**config.mk**
```make
export PLATFORM = sky130hd
export DESIGN_NAME = priority_thread_scheduler
export DESIGN_NICKNAME = d
export VERILOG_FILES = /design/src/rtl/pts_pkg.sv /design/src/rtl/priority_thread_scheduler.sv /design/src/rtl/pts_store.sv
export SDC_FILE = /design/constraint.sdc
export NUM_CORES = 1
export LEC_CHECK = 0
export CELL_PAD_IN_SITES_DETAIL_PLACEMENT = 0
export CELL_PAD_IN_SITES_GLOBAL_PLACEMENT = 1
export CORE_MARGIN = 8
export CORE_UTILIZATION = 25
export DETAILED_ROUTE_END_ITERATION = 12
export DONT_BUFFER_PORTS = 1
export PLACE_DENSITY = 0.44
export SLEW_MARGIN = 40
export SYNTH_ARGS = -nofsm -noshare
export SYNTH_HDL_FRONTEND = slang
export SYNTH_SLANG_ARGS = --single-unit
```
**constraint.sdc**
```tcl
create_clock -name clk -period 13.8 [get_ports clk]
set_input_delay 2.07 -clock clk [delete_from_list [all_inputs] [get_ports clk]]
set_output_delay 2.07 -clock clk [all_outputs]
set_load 0.02 [all_outputs]
```
**src/rtl/pts_pkg.sv**
```systemverilog
package pts_pkg;

	localparam int THREADS = 64;
	localparam int LEVELS = 3;
	localparam int TID_W = $clog2(THREADS);
	localparam int LVL_W = (LEVELS > 1) ? $clog2(LEVELS) : 1;
	localparam int PRIO_W = 2;
	localparam int QUANT_W = 16;
	localparam int DATA_W = 16;

	typedef logic [TID_W-1:0] tid_t;
	typedef logic [PRIO_W-1:0] prio_t;
	typedef logic [LVL_W-1:0] lvl_t;
	typedef logic [QUANT_W-1:0] quant_t;

	localparam quant_t QUANTUM_RESET = quant_t'(10000);
	localparam prio_t PRIO_MAX = prio_t'(LEVELS - 1);
	localparam prio_t PRIO_THREAD0 = prio_t'(1 % LEVELS);

	typedef enum logic [2:0] {
		MODE_CREATE  = 3'd0,
		MODE_ENQUEUE = 3'd1,
		MODE_TICK    = 3'd2,
		MODE_YIELD   = 3'd3,
		MODE_BLOCK   = 3'd4,
		MODE_SIGNAL  = 3'd5,
		MODE_EXIT    = 3'd6
	} mode_t;

	typedef enum logic [1:0] {
		TS_RUN  = 2'd0,
		TS_BLK  = 2'd1,
		TS_BLKI = 2'd2,
		TS_DEAD = 2'd3
	} thr_state_t;

	typedef enum logic [1:0] {
		RS_DONE    = 2'd0,
		RS_IGNORED = 2'd1,
		RS_BUSY    = 2'd2,
		RS_IDLE    = 2'd3
	} res_status_t;

	typedef enum logic [1:0] {
		FSM_IDLE,
		FSM_EXEC,
		FSM_DISP
	} fsm_t;

	typedef struct packed {
		thr_state_t status;
		prio_t      prio;
		logic       sig;
		logic       inq;
	} thr_entry_t;

	typedef struct packed {
		logic       rd_en;
		tid_t       rd_addr;
		logic       wr_en;
		tid_t       wr_addr;
		thr_entry_t wr_data;
	} thr_req_t;

	typedef struct packed {
		logic rd_en;
		tid_t rd_addr;
		logic wr_en;
		tid_t wr_addr;
		tid_t wr_data;
	} link_req_t;

endpackage

```
**src/rtl/priority_thread_scheduler.sv**
```systemverilog
// channel   | direction | fields (low bit up)
// s_*       | in        | tuser: mode[2:0]; tdata: thread_id[5:0], priority_req[7:6],
//           |           | run_now[8], interruptible[9], is_signal_event[10]
// m_*       | out       | tdata: running_thread[5:0], running_valid[6], switched[7],
//           |           | status[9:8], woken_by_signal[10]
// cfg_*     | in        | quantum_ticks[15:0], written whenever cfg_wr_en is high
//
// an item is accepted in the idle state, where its thread entry is read; the event is
// applied in the exec state, and a dispatch adds the disp state, which uses the link and
// thread memory reads of the head; a new item is accepted only back in the idle state.
// reset clears the per-entry valid bits at once; there is no clearing pass.
// a result waiting in the output register and not yet taken stalls the exec and
// disp states, also when the event dispatches and writes no result of its own.
module priority_thread_scheduler (
	input  logic        clk,
	input  logic        arst_n,
	input  logic        s_tvalid,
	output logic        s_tready,
	input  logic [15:0] s_tdata,   // thread_id, priority_req, run_now, interruptible,
	                               // is_signal_event, zero pad
	input  logic [2:0]  s_tuser,   // mode
	output logic        m_tvalid,
	input  logic        m_tready,
	output logic [15:0] m_tdata,   // running_thread, running_valid, switched, status,
	                               // woken_by_signal, zero pad
	input  logic        cfg_wr_en,
	input  logic [15:0] cfg_wr_data
);

	pts_pkg::fsm_t state_q, state_n;

	// event registers
	logic [2:0] ev_mode_q;
	pts_pkg::tid_t ev_tid_q;
	pts_pkg::prio_t ev_prio_q;
	logic ev_run_q, ev_intr_q, ev_sig_q;
	pts_pkg::prio_t prio_in;

	// running thread and queues
	pts_pkg::tid_t cur_q;
	logic cv_q;
	pts_pkg::thr_state_t cur_status_q;
	pts_pkg::prio_t cur_prio_q;
	logic cur_sig_q;
	pts_pkg::quant_t ticks_q, quantum_q;
	pts_pkg::tid_t head_q [pts_pkg::LEVELS];
	pts_pkg::tid_t tail_q [pts_pkg::LEVELS];
	logic [pts_pkg::LEVELS-1:0] ne_q;

	// dispatch hand-over
	pts_pkg::lvl_t dlv_q;
	pts_pkg::tid_t dh_q;
	logic fwd_link_q, fwd_thr_q;
	pts_pkg::tid_t fwd_link_val_q;
	pts_pkg::thr_entry_t fwd_thr_val_q;

	// output register
	logic out_vld_q;
	pts_pkg::tid_t out_thread_q;
	logic out_run_q, out_sw_q, out_sig_q;
	pts_pkg::res_status_t out_status_q;

	// memory ports
	pts_pkg::thr_req_t thr_req;
	pts_pkg::thr_entry_t thr_rdata;
	pts_pkg::link_req_t link_req;
	pts_pkg::tid_t link_rdata;

	// event logic
	logic busy_c;
	pts_pkg::res_status_t st_c;
	logic thr_we_c;
	pts_pkg::tid_t thr_wa_c;
	pts_pkg::thr_entry_t thr_wd_c;
	pts_pkg::thr_entry_t cur_e;
	logic push_c;
	pts_pkg::tid_t push_tid_c;
	pts_pkg::prio_t push_prio_c;
	pts_pkg::lvl_t push_lv;
	logic disp_c, disp_ok, tick_dec_c;
	logic [pts_pkg::LEVELS-1:0] ne_n;
	pts_pkg::tid_t head_n [pts_pkg::LEVELS];
	pts_pkg::tid_t tail_n [pts_pkg::LEVELS];
	logic link_we_c;
	pts_pkg::tid_t link_wa_c;
	pts_pkg::lvl_t sel_lv;
	pts_pkg::tid_t sel_head;
	logic cv_fin;
	pts_pkg::res_status_t st_fin;
	pts_pkg::thr_entry_t disp_e;
	pts_pkg::tid_t disp_next;

	logic accept, out_free, exec_go, disp_go;

	assign prio_in = (int'(s_tdata[7:6]) >= pts_pkg::LEVELS) ? pts_pkg::PRIO_MAX : s_tdata[7:6];
	assign out_free = !out_vld_q || m_tready;

	pts_store u_store (
		.clk        (clk),
		.arst_n     (arst_n),
		.thr_req    (thr_req),
		.thr_rdata  (thr_rdata),
		.link_req   (link_req),
		.link_rdata (link_rdata)
	);

	always_comb begin : exec_logic
		busy_c      = thr_rdata.inq || (cv_q && cur_q == ev_tid_q);
		st_c        = pts_pkg::RS_DONE;
		thr_we_c    = 1'b0;
		thr_wa_c    = ev_tid_q;
		thr_wd_c    = thr_rdata;
		push_c      = 1'b0;
		push_tid_c  = ev_tid_q;
		push_prio_c = thr_rdata.prio;
		disp_c      = 1'b0;
		tick_dec_c  = 1'b0;
		cur_e.status = cur_status_q;
		cur_e.prio   = cur_prio_q;
		cur_e.sig    = cur_sig_q;
		cur_e.inq    = 1'b1;
		unique case (ev_mode_q)
			pts_pkg::MODE_CREATE: begin
				if (busy_c) begin
					st_c = pts_pkg::RS_BUSY;
				end else begin
					thr_we_c        = 1'b1;
					thr_wd_c.status = pts_pkg::TS_RUN;
					thr_wd_c.prio   = ev_prio_q;
					thr_wd_c.sig    = 1'b0;
					thr_wd_c.inq    = ev_run_q;
					push_c          = ev_run_q;
					push_prio_c     = ev_prio_q;
				end
			end
			pts_pkg::MODE_ENQUEUE: begin
				if (busy_c) begin
					st_c = pts_pkg::RS_BUSY;
				end else begin
					thr_we_c     = 1'b1;
					thr_wd_c.inq = 1'b1;
					push_c       = 1'b1;
				end
			end
			pts_pkg::MODE_TICK: begin
				if (cv_q) begin
					if (ticks_q < pts_pkg::QUANT_W'(2)) begin
						thr_we_c    = 1'b1;
						thr_wa_c    = cur_q;
						thr_wd_c    = cur_e;
						push_c      = 1'b1;
						push_tid_c  = cur_q;
						push_prio_c = cur_prio_q;
						disp_c      = 1'b1;
					end else begin
						tick_dec_c = 1'b1;
					end
				end
			end
			pts_pkg::MODE_YIELD: begin
				if (cv_q) begin
					if (cur_status_q == pts_pkg::TS_RUN) begin
						thr_we_c    = 1'b1;
						thr_wa_c    = cur_q;
						thr_wd_c    = cur_e;
						push_c      = 1'b1;
						push_tid_c  = cur_q;
						push_prio_c = cur_prio_q;
					end
					disp_c = 1'b1;
				end
			end
			pts_pkg::MODE_BLOCK: begin
				if (cv_q) begin
					thr_we_c        = 1'b1;
					thr_wa_c        = cur_q;
					thr_wd_c        = cur_e;
					thr_wd_c.status = ev_intr_q ? pts_pkg::TS_BLKI : pts_pkg::TS_BLK;
					thr_wd_c.inq    = 1'b0;
					disp_c          = 1'b1;
				end
			end
			pts_pkg::MODE_SIGNAL: begin
				if (thr_rdata.status != pts_pkg::TS_BLK &&
						thr_rdata.status != pts_pkg::TS_BLKI) begin
					st_c = pts_pkg::RS_IGNORED;
				end else if (thr_rdata.status == pts_pkg::TS_BLK && ev_sig_q) begin
					st_c = pts_pkg::RS_IGNORED;
				end else if (busy_c) begin
					st_c = pts_pkg::RS_BUSY;
				end else begin
					thr_we_c        = 1'b1;
					thr_wd_c.status = pts_pkg::TS_RUN;
					thr_wd_c.sig    = ev_sig_q;
					thr_wd_c.inq    = 1'b1;
					push_c          = 1'b1;
				end
			end
			pts_pkg::MODE_EXIT: begin
				if (cv_q) begin
					thr_we_c        = 1'b1;
					thr_wa_c        = cur_q;
					thr_wd_c        = cur_e;
					thr_wd_c.status = pts_pkg::TS_DEAD;
					thr_wd_c.inq    = 1'b0;
					disp_c          = 1'b1;
				end
			end
			default: begin
				st_c = pts_pkg::RS_IGNORED;
			end
		endcase
		// a thread made ready while idle runs at once
		if (st_c == pts_pkg::RS_DONE && !cv_q && push_c) begin
			disp_c = 1'b1;
		end
	end

	always_comb begin : queue_logic
		push_lv   = pts_pkg::lvl_t'(push_prio_c);
		ne_n      = ne_q;
		head_n    = head_q;
		tail_n    = tail_q;
		link_we_c = 1'b0;
		link_wa_c = tail_q[push_lv];
		if (push_c) begin
			if (ne_q[push_lv]) begin
				link_we_c = 1'b1;
			end else begin
				head_n[push_lv] = push_tid_c;
			end
			tail_n[push_lv] = push_tid_c;
			ne_n[push_lv]   = 1'b1;
		end
		sel_lv = '0;
		for (int i = pts_pkg::LEVELS - 1; i >= 0; i--) begin
			if (ne_n[i]) begin
				sel_lv = pts_pkg::lvl_t'(i);
			end
		end
		sel_head = head_n[sel_lv];
		disp_ok  = disp_c && (|ne_n);
		cv_fin   = disp_c ? 1'b0 : cv_q;
		st_fin   = (st_c == pts_pkg::RS_DONE && !cv_fin) ? pts_pkg::RS_IDLE : st_c;
		disp_e    = fwd_thr_q ? fwd_thr_val_q : thr_rdata;
		disp_next = fwd_link_q ? fwd_link_val_q : link_rdata;
	end

	always_comb begin : fsm_next
		state_n = state_q;
		unique case (state_q)
			pts_pkg::FSM_IDLE: begin
				if (s_tvalid) begin
					state_n = pts_pkg::FSM_EXEC;
				end
			end
			pts_pkg::FSM_EXEC: begin
				if (out_free) begin
					state_n = disp_ok ? pts_pkg::FSM_DISP : pts_pkg::FSM_IDLE;
				end
			end
			pts_pkg::FSM_DISP: begin
				if (out_free) begin
					state_n = pts_pkg::FSM_IDLE;
				end
			end
			default: begin
				state_n = pts_pkg::FSM_IDLE;
			end
		endcase
	end

	always_comb begin : fsm_out
		s_tready = 1'b0;
		exec_go  = 1'b0;
		disp_go  = 1'b0;
		unique case (state_q)
			pts_pkg::FSM_IDLE: s_tready = 1'b1;
			pts_pkg::FSM_EXEC: exec_go  = out_free;
			pts_pkg::FSM_DISP: disp_go  = out_free;
			default: s_tready = 1'b0;
		endcase
	end

	assign accept = s_tvalid && s_tready;

	always_comb begin : mem_ports
		thr_req.rd_en   = 1'b0;
		thr_req.rd_addr = s_tdata[pts_pkg::TID_W-1:0];
		thr_req.wr_en   = 1'b0;
		thr_req.wr_addr = thr_wa_c;
		thr_req.wr_data = thr_wd_c;
		link_req.rd_en   = exec_go && disp_ok;
		link_req.rd_addr = sel_head;
		link_req.wr_en   = exec_go && link_we_c;
		link_req.wr_addr = link_wa_c;
		link_req.wr_data = push_tid_c;
		if (accept) begin
			thr_req.rd_en = 1'b1;
		end else if (exec_go) begin
			thr_req.rd_en   = disp_ok;
			thr_req.rd_addr = sel_head;
			thr_req.wr_en   = thr_we_c;
		end else if (disp_go) begin
			thr_req.wr_en       = 1'b1;
			thr_req.wr_addr     = dh_q;
			thr_req.wr_data     = disp_e;
			thr_req.wr_data.inq = 1'b0;
		end
	end

	always_ff @(posedge clk) begin
		if (accept) begin
			ev_mode_q <= s_tuser;
			ev_tid_q  <= s_tdata[pts_pkg::TID_W-1:0];
			ev_prio_q <= prio_in;
			ev_run_q  <= s_tdata[8];
			ev_intr_q <= s_tdata[9];
			ev_sig_q  <= s_tdata[10];
		end
		if (exec_go) begin
			dlv_q          <= sel_lv;
			dh_q           <= sel_head;
			fwd_link_q     <= link_we_c && (link_wa_c == sel_head);
			fwd_link_val_q <= push_tid_c;
			fwd_thr_q      <= thr_we_c && (thr_wa_c == sel_head);
			fwd_thr_val_q  <= thr_wd_c;
		end
		if (exec_go && !disp_ok) begin
			out_thread_q <= cv_fin ? cur_q : '0;
			out_run_q    <= cv_fin;
			out_sw_q     <= 1'b0;
			out_status_q <= st_fin;
			out_sig_q    <= cv_fin && cur_sig_q;
		end else if (disp_go) begin
			out_thread_q <= dh_q;
			out_run_q    <= 1'b1;
			out_sw_q     <= 1'b1;
			out_status_q <= pts_pkg::RS_DONE;
			out_sig_q    <= disp_e.sig;
		end
	end

	always_ff @(posedge clk or negedge arst_n) begin
		if (!arst_n) begin
			state_q      <= pts_pkg::FSM_IDLE;
			cur_q        <= '0;
			cv_q         <= 1'b1;
			cur_status_q <= pts_pkg::TS_RUN;
			cur_prio_q   <= pts_pkg::PRIO_THREAD0;
			cur_sig_q    <= 1'b0;
			ticks_q      <= pts_pkg::QUANTUM_RESET;
			quantum_q    <= pts_pkg::QUANTUM_RESET;
			head_q       <= '{default: '0};
			tail_q       <= '{default: '0};
			ne_q         <= '0;
			out_vld_q    <= 1'b0;
		end else begin
			state_q <= state_n;
			if (cfg_wr_en) begin
				quantum_q <= cfg_wr_data;
			end
			if (exec_go) begin
				ne_q   <= ne_n;
				head_q <= head_n;
				tail_q <= tail_n;
				if (tick_dec_c) begin
					ticks_q <= ticks_q - 1'b1;
				end
				if (disp_c && !disp_ok) begin
					cv_q <= 1'b0;
				end
			end
			if (disp_go) begin
				// pop the head; the queue empties when head meets tail
				if (dh_q == tail_q[dlv_q]) begin
					ne_q[dlv_q] <= 1'b0;
				end else begin
					head_q[dlv_q] <= disp_next;
				end
				cur_q        <= dh_q;
				cv_q         <= 1'b1;
				cur_status_q <= disp_e.status;
				cur_prio_q   <= disp_e.prio;
				cur_sig_q    <= disp_e.sig;
				ticks_q      <= quantum_q;
			end
			if ((exec_go && !disp_ok) || disp_go) begin
				out_vld_q <= 1'b1;
			end else if (m_tready) begin
				out_vld_q <= 1'b0;
			end
		end
	end

	assign m_tvalid = out_vld_q;
	assign m_tdata  = {5'd0, out_sig_q, out_status_q, out_sw_q, out_run_q, out_thread_q};

	a_idle_empty: assert property (@(posedge clk) disable iff (!arst_n)
		(state_q == pts_pkg::FSM_IDLE && !cv_q) |-> (ne_q == '0))
		else $error("idle with a non-empty ready queue");

	a_disp_after_exec: assert property (@(posedge clk) disable iff (!arst_n)
		(state_q == pts_pkg::FSM_DISP && $past(state_q) != pts_pkg::FSM_DISP)
			|-> ($past(state_q) == pts_pkg::FSM_EXEC))
		else $error("dispatch cycle not preceded by event cycle");

	a_switch_runs: assert property (@(posedge clk) disable iff (!arst_n)
		(out_vld_q && out_sw_q) |-> (out_run_q && out_status_q == pts_pkg::RS_DONE))
		else $error("switch reported without a running thread");

endmodule

```
**src/rtl/pts_store.sv**
```systemverilog
module pts_store (
	input  logic                   clk,
	input  logic                   arst_n,
	input  pts_pkg::thr_req_t      thr_req,
	output pts_pkg::thr_entry_t    thr_rdata,
	input  pts_pkg::link_req_t     link_req,
	output pts_pkg::tid_t          link_rdata
);

	pts_pkg::thr_entry_t thr_mem [pts_pkg::THREADS];
	pts_pkg::tid_t link_mem [pts_pkg::THREADS];
	logic [pts_pkg::THREADS-1:0] thr_vld_q;
	pts_pkg::thr_entry_t thr_rd_q;
	pts_pkg::tid_t link_rd_q;
	logic thr_hit_q;
	logic thr_zero_q;

	always_ff @(posedge clk) begin
		if (thr_req.wr_en) begin
			thr_mem[thr_req.wr_addr] <= thr_req.wr_data;
		end
		if (thr_req.rd_en) begin
			thr_rd_q <= thr_mem[thr_req.rd_addr];
		end
		if (link_req.wr_en) begin
			link_mem[link_req.wr_addr] <= link_req.wr_data;
		end
		if (link_req.rd_en) begin
			link_rd_q <= link_mem[link_req.rd_addr];
		end
	end

	// entries never written read as their reset value
	always_ff @(posedge clk or negedge arst_n) begin
		if (!arst_n) begin
			thr_vld_q  <= '0;
			thr_hit_q  <= 1'b0;
			thr_zero_q <= 1'b0;
		end else begin
			if (thr_req.wr_en) begin
				thr_vld_q[thr_req.wr_addr] <= 1'b1;
			end
			if (thr_req.rd_en) begin
				thr_hit_q  <= thr_vld_q[thr_req.rd_addr];
				thr_zero_q <= (thr_req.rd_addr == '0);
			end
		end
	end

	always_comb begin
		if (thr_hit_q) begin
			thr_rdata = thr_rd_q;
		end else begin
			thr_rdata.status = pts_pkg::TS_RUN;
			thr_rdata.prio   = thr_zero_q ? pts_pkg::PRIO_THREAD0 : '0;
			thr_rdata.sig    = 1'b0;
			thr_rdata.inq    = 1'b0;
		end
	end

	assign link_rdata = link_rd_q;

endmodule
```
==> results <==
- The flow ran to the end, and the final reports show no timing, DRC or antenna violations.
- In the synthesized netlist the async set-or-reset flop fraction comes to 15.5%.
- The cell seen most often among critical-path stages is sky130_fd_sc_hd__buf_4.
- The congestion estimate from routability-driven global placement came to 0.755.
- Data on the critical path is required at its endpoint by 14.34 ns.
- The commonest cells after synthesis are sky130_fd_sc_hd__edfxtp_1 (825), sky130_fd_sc_hd__nand2_1 (697), sky130_fd_sc_hd__nand3_1 (238).
- The total count of hold-check failures in the final report is 0.
- The worst clock skew on the final layout is 0.0499 ns.
- The signal on the critical path passes through nor2b_1 > nand2_1 > o31ai_4 > buf_4 > mux2i_1 > buf_4 > inv_2 > buf_4 > and3_1 > o21ai_1 > a41o_4 > buf_12 > buf_16 > mux2i_1 > a22oi_1 > a31oi_1 > nor4_1 > nor3_1 > a31oi_1.
- The register clock-pin slew on the reported worst setup and hold paths is 0.06 ns.
- In the final routing, the length of wire on met1 measures 63,100 µm.
- The top layer used by detailed routing is met4.
- The pin count of the biggest net entering global routing is 153.
- The met2 routed wirelength is 63,800 µm.
- At the pin with the least slew margin, the transition time is 0.870 ns.
- The endpoint type of the worst setup path is a flip-flop.
- After synthesis, the mean cell area works out to 12.6 µm².
- After synthesis the cells add up to 41,700 µm².
- The overall overflow remaining after global route is 0.
- The number of warning messages in the yosys log is 0.
- The max-slew headroom at the worst pin is 41.9%.
- In the final design database the tool counted 3,353 nets.
- The number of DRC markers in iteration 0 is 1,961.
- Wires add up to 136,000 µm.
- The number of buffers created by CTS is 113.
- The clock reaches the later pin of the worst-skew pair after 0.72 ns.
- The number of synthesized flops with an enable pin is 825.
- The count of state elements after synthesis is 978.
- The share of the cycle needed by the critical path after routing is 50.7%.
- Clock tree synthesis selected as its root buffer the cell sky130_fd_sc_hd__clkbuf_16.
- The source of the worst hold timing path is u_store.thr_vld_q[63]$_DFFE_PN0P_.
- The most frequent cell after synthesis is sky130_fd_sc_hd__edfxtp_1.
- Setup slack on the critical path of the routed design comes to 6.80 ns.
- The CTS sink count is 978.
- The TritonCTS clock tree is done.
- The fraction of final layout cells sized beyond drive strength 1 is 12.0%.
- Adding up every negative setup slack in the final design gives 0 ns.
- The vertical die dimension is 424 µm.
- Along the worst path, the maximum fanout reaches 86.
- In the global route stage, overall resource usage came out at 14.7%.
- During placement, the flow inserted port buffers numbering 0.
- The initial standard-cell utilization of the core is 25.1%.
- The overall power is 12.3 mW.
- In the final routed layout, each cell accounts on average for 24.2 µm.
- Counting both buffers and inverters, the worst setup path holds a total of 6.
- The leakage component of the power is 16.7 nW.
- Synthesis instantiated 91 different standard cells from the library.
- The area of the placeable core is 166,000 µm².
- The number of global-route vias before repair is 26.1k.
- For this run, design rule violations remaining after detail routing come to 0.
- The via count of the routed design is 26.1k.
- The number of antenna-violating nets in the routed design is 0.
- The filler cells instantiated in the layout total 17.0k.
- The first TritonRoute pass finished after 5 iterations.
- The arrival time of the worst setup path is 7.55 ns.
- The path type of the worst min-delay path is flip-flop to flip-flop.
- The fmax is 143 MHz.
- The area fraction of the dominant cell type after synthesis is 59.4%.
- The H-tree generated during clock tree synthesis spans 3 levels.
- The start of the worst register-to-register path is ev_mode_q[2]$_DFFE_PP_.
- Relative to the synthesized area, the layout overhead comes to 15.1%.
- The via-per-instance ratio is 4.65.
- Setup repair after global routing left no endpoint under its margin.
- The first global-routing pass estimated 195,000 µm of wire.
- In this run the horizontal extent of the chip is 424 µm.
- OpenSTA, run right after detailed placement, puts the worst setup slack at 6.68 ns.
- By area the synthesized netlist is led by sky130_fd_sc_hd__edfxtp_1 (59%), sky130_fd_sc_hd__dfrtp_1 (8.4%), sky130_fd_sc_hd__nand2_1 (6.3%).
- The total number of placement rows is 150.
- The post-cts resize count is 0.
- The maximum resistive drop on vdd is 195 µV.
- Buffers added to address setup during post-CTS repair amount to 0.
- After legalization and detailed placement, the total HPWL measured 81,700 µm.
- The leading area contributor after synthesis is sky130_fd_sc_hd__edfxtp_1.
- Grouping stages by cell kind, the critical path spends the most delay in simple AND/OR/NAND/NOR gates.
- The number of antenna violations at the first check in global routing came to 2.
- The count of hold buffers inserted by post-cts repair is 0.
- No sink is reached through more buffers than the 3 on the longest clock path.
- The delay of the slowest cell on the worst path is 0.70 ns.
- The total of max-cap violations is 0.
- The number of standard cells after synthesis is 3,315.
- The kind of critical path is flip-flop to flip-flop.
- 58 I/O pins were placed.
- The overall die area is 180,000 µm².
- The sequential area share after synthesis is 68.7%.
- The critical path starts at ev_mode_q[2]$_DFFE_PP_.
- The routed wire length on met3 is 5450 µm.
- After layout, the minimum clock period comes to 7.00 ns.
- The most used flip-flop cell after synthesis is sky130_fd_sc_hd__edfxtp_1.
- The slowest stage of the critical path is the sky130_fd_sc_hd__a41o_4 cell.
- The final count of pins violating max slew is 0.
- Dividing total power by cell area gives a power density of 256 nW/µm².
- The count of endpoints failing setup in the final report is 0.
- The type of origin of the critical path is a flip-flop.
-- metal layers --
| metal | vias to the layer above | track usage, % |
|---|---|---|
| met4 | 0 | 4.21 |
| met1 | 13243 | 20.1 |
| li1 | 12225 | - |
| met3 | 170 | 2.38 |
| met2 | 474 | 24.0 |
| met5 | - | 0 |
-- report_power, final --
group | switching (mW) | total, mW | internal, mW
clock network | 1.26 | 3.01 | 1.76
logic | 3.70 | 5.17 | 1.47
registers | 0.233 | 4.11 | 3.87
-- layout make-up --
class,count,area (µm²),share of cell area [%]
well taps,2204,2760,5.75
multi-input cells,2120,12100,25.3
inverters,28,114,0.237
diodes,1,2.50,0.00522
repair buffers,70,632,1.32
flip-flops and latches,978,28600,59.6
clock buffers,150,3090,6.44
clock inverters,60,621,1.29
-- worst register-to-register path: cells and delay by family (launching register included) --
kind	cells	cell delay [ns]
DFF	1	0.66
buffers and inverters	6	1.59
muxes	2	0.48
AOI/OAI and AO/OA	6	1.99
and+or+nand+nor	5	2.09
-- cells in the final DEF, fill, tap and decap left out, types with 10 or more instances in the layout --
cell type,count
sky130_fd_sc_hd__nand3_1,238
sky130_fd_sc_hd__nor4_1,14
sky130_fd_sc_hd__buf_4,60
sky130_fd_sc_hd__a311oi_1,57
sky130_fd_sc_hd__nor2_2,13
sky130_fd_sc_hd__or3_1,16
sky130_fd_sc_hd__nor3_1,35
sky130_fd_sc_hd__clkinv_2,24
sky130_fd_sc_hd__dfrtp_1,140
sky130_fd_sc_hd__inv_1,17
sky130_fd_sc_hd__nand2_1,696
sky130_fd_sc_hd__clkinv_1,20
sky130_fd_sc_hd__o21ai_0,64
sky130_fd_sc_hd__bufinv_16,10
sky130_fd_sc_hd__and3_1,56
sky130_fd_sc_hd__clkbuf_16,115
sky130_fd_sc_hd__nor2b_1,11
sky130_fd_sc_hd__edfxtp_1,825
sky130_fd_sc_hd__xnor2_1,31
sky130_fd_sc_hd__or2_2,68
sky130_fd_sc_hd__mux2i_1,177
sky130_fd_sc_hd__nand2b_1,17
sky130_fd_sc_hd__mux2_2,28
sky130_fd_sc_hd__a31oi_1,46
sky130_fd_sc_hd__a21oi_1,93
sky130_fd_sc_hd__dfstp_2,12
sky130_fd_sc_hd__o22ai_1,22
sky130_fd_sc_hd__o211ai_1,28
sky130_fd_sc_hd__clkbuf_1,27
sky130_fd_sc_hd__nor2_1,210
-- worst paths after layout --
path                                                      to  cells after the start  slack [ns]
hold reg to reg            u_store.thr_vld_q[63]$_DFFE_PN0P_                      1        0.46
setup reg to reg               u_store.thr_rd_q[5]$_DFFE_PP_                     19        6.80
min in group asynchronous  u_store.thr_vld_q[27]$_DFFE_PN0P_                      0        1.05
max in group asynchronous                   cv_q$_DFFE_PN1P_                      0       12.31
hold / removal             u_store.thr_vld_q[63]$_DFFE_PN0P_                      1        0.46
setup / recovery               u_store.thr_rd_q[5]$_DFFE_PP_                     19        6.80
-- logic make-up (layout without fill, tap and decap cells) --
kind of cell | Yosys count | count (layout) | share of synthesized area [%]
AND/OR/NAND/NOR | 1415 | 1415 | 15.0
flip-flops | 978 | 978 | 68.7
AO/OA/AOI/OAI | 449 | 449 | 7.57
buffers and inverters | 221 | 308 | 2.65
multiplexers | 212 | 212 | 5.31
XOR/XNOR | 37 | 37 | 0.778
adder cells (fa/ha/maj) | 2 | 2 | 0.0600
other | 1 | 6 | 0.00900
-- sequential cells by signal, indices dropped and copies added (netlist names), 3 cells and up --
register / flops
ev_tid_q: 6
fwd_link_val_q: 6
ne_q: 3
u_store.thr_mem: 384
dh_q: 6
ticks_q: 16
u_store.thr_vld_q: 64
quantum_q: 16
tail_q: 18
out_thread_q: 6
u_store.link_mem: 384
head_q: 18
cur_q: 6
u_store.thr_rd_q: 6
u_store.link_rdata: 6
ev_mode_q: 3
fwd_thr_val_q: 5
-- stage by stage --
stage               hold WS [ns]  utilization [%]  std cells  instance area [µm²]
finish                     0.463             28.8       5611                48000
global route               0.473             28.8       5611                48000
CTS                        0.467             28.8       5608                47900
detailed placement         0.452             26.6       5398                44200
global placement           0.447             26.5       5397                44100
floorplan                  0.434                -       3319                41700
(Power assumes the default switching activity.)
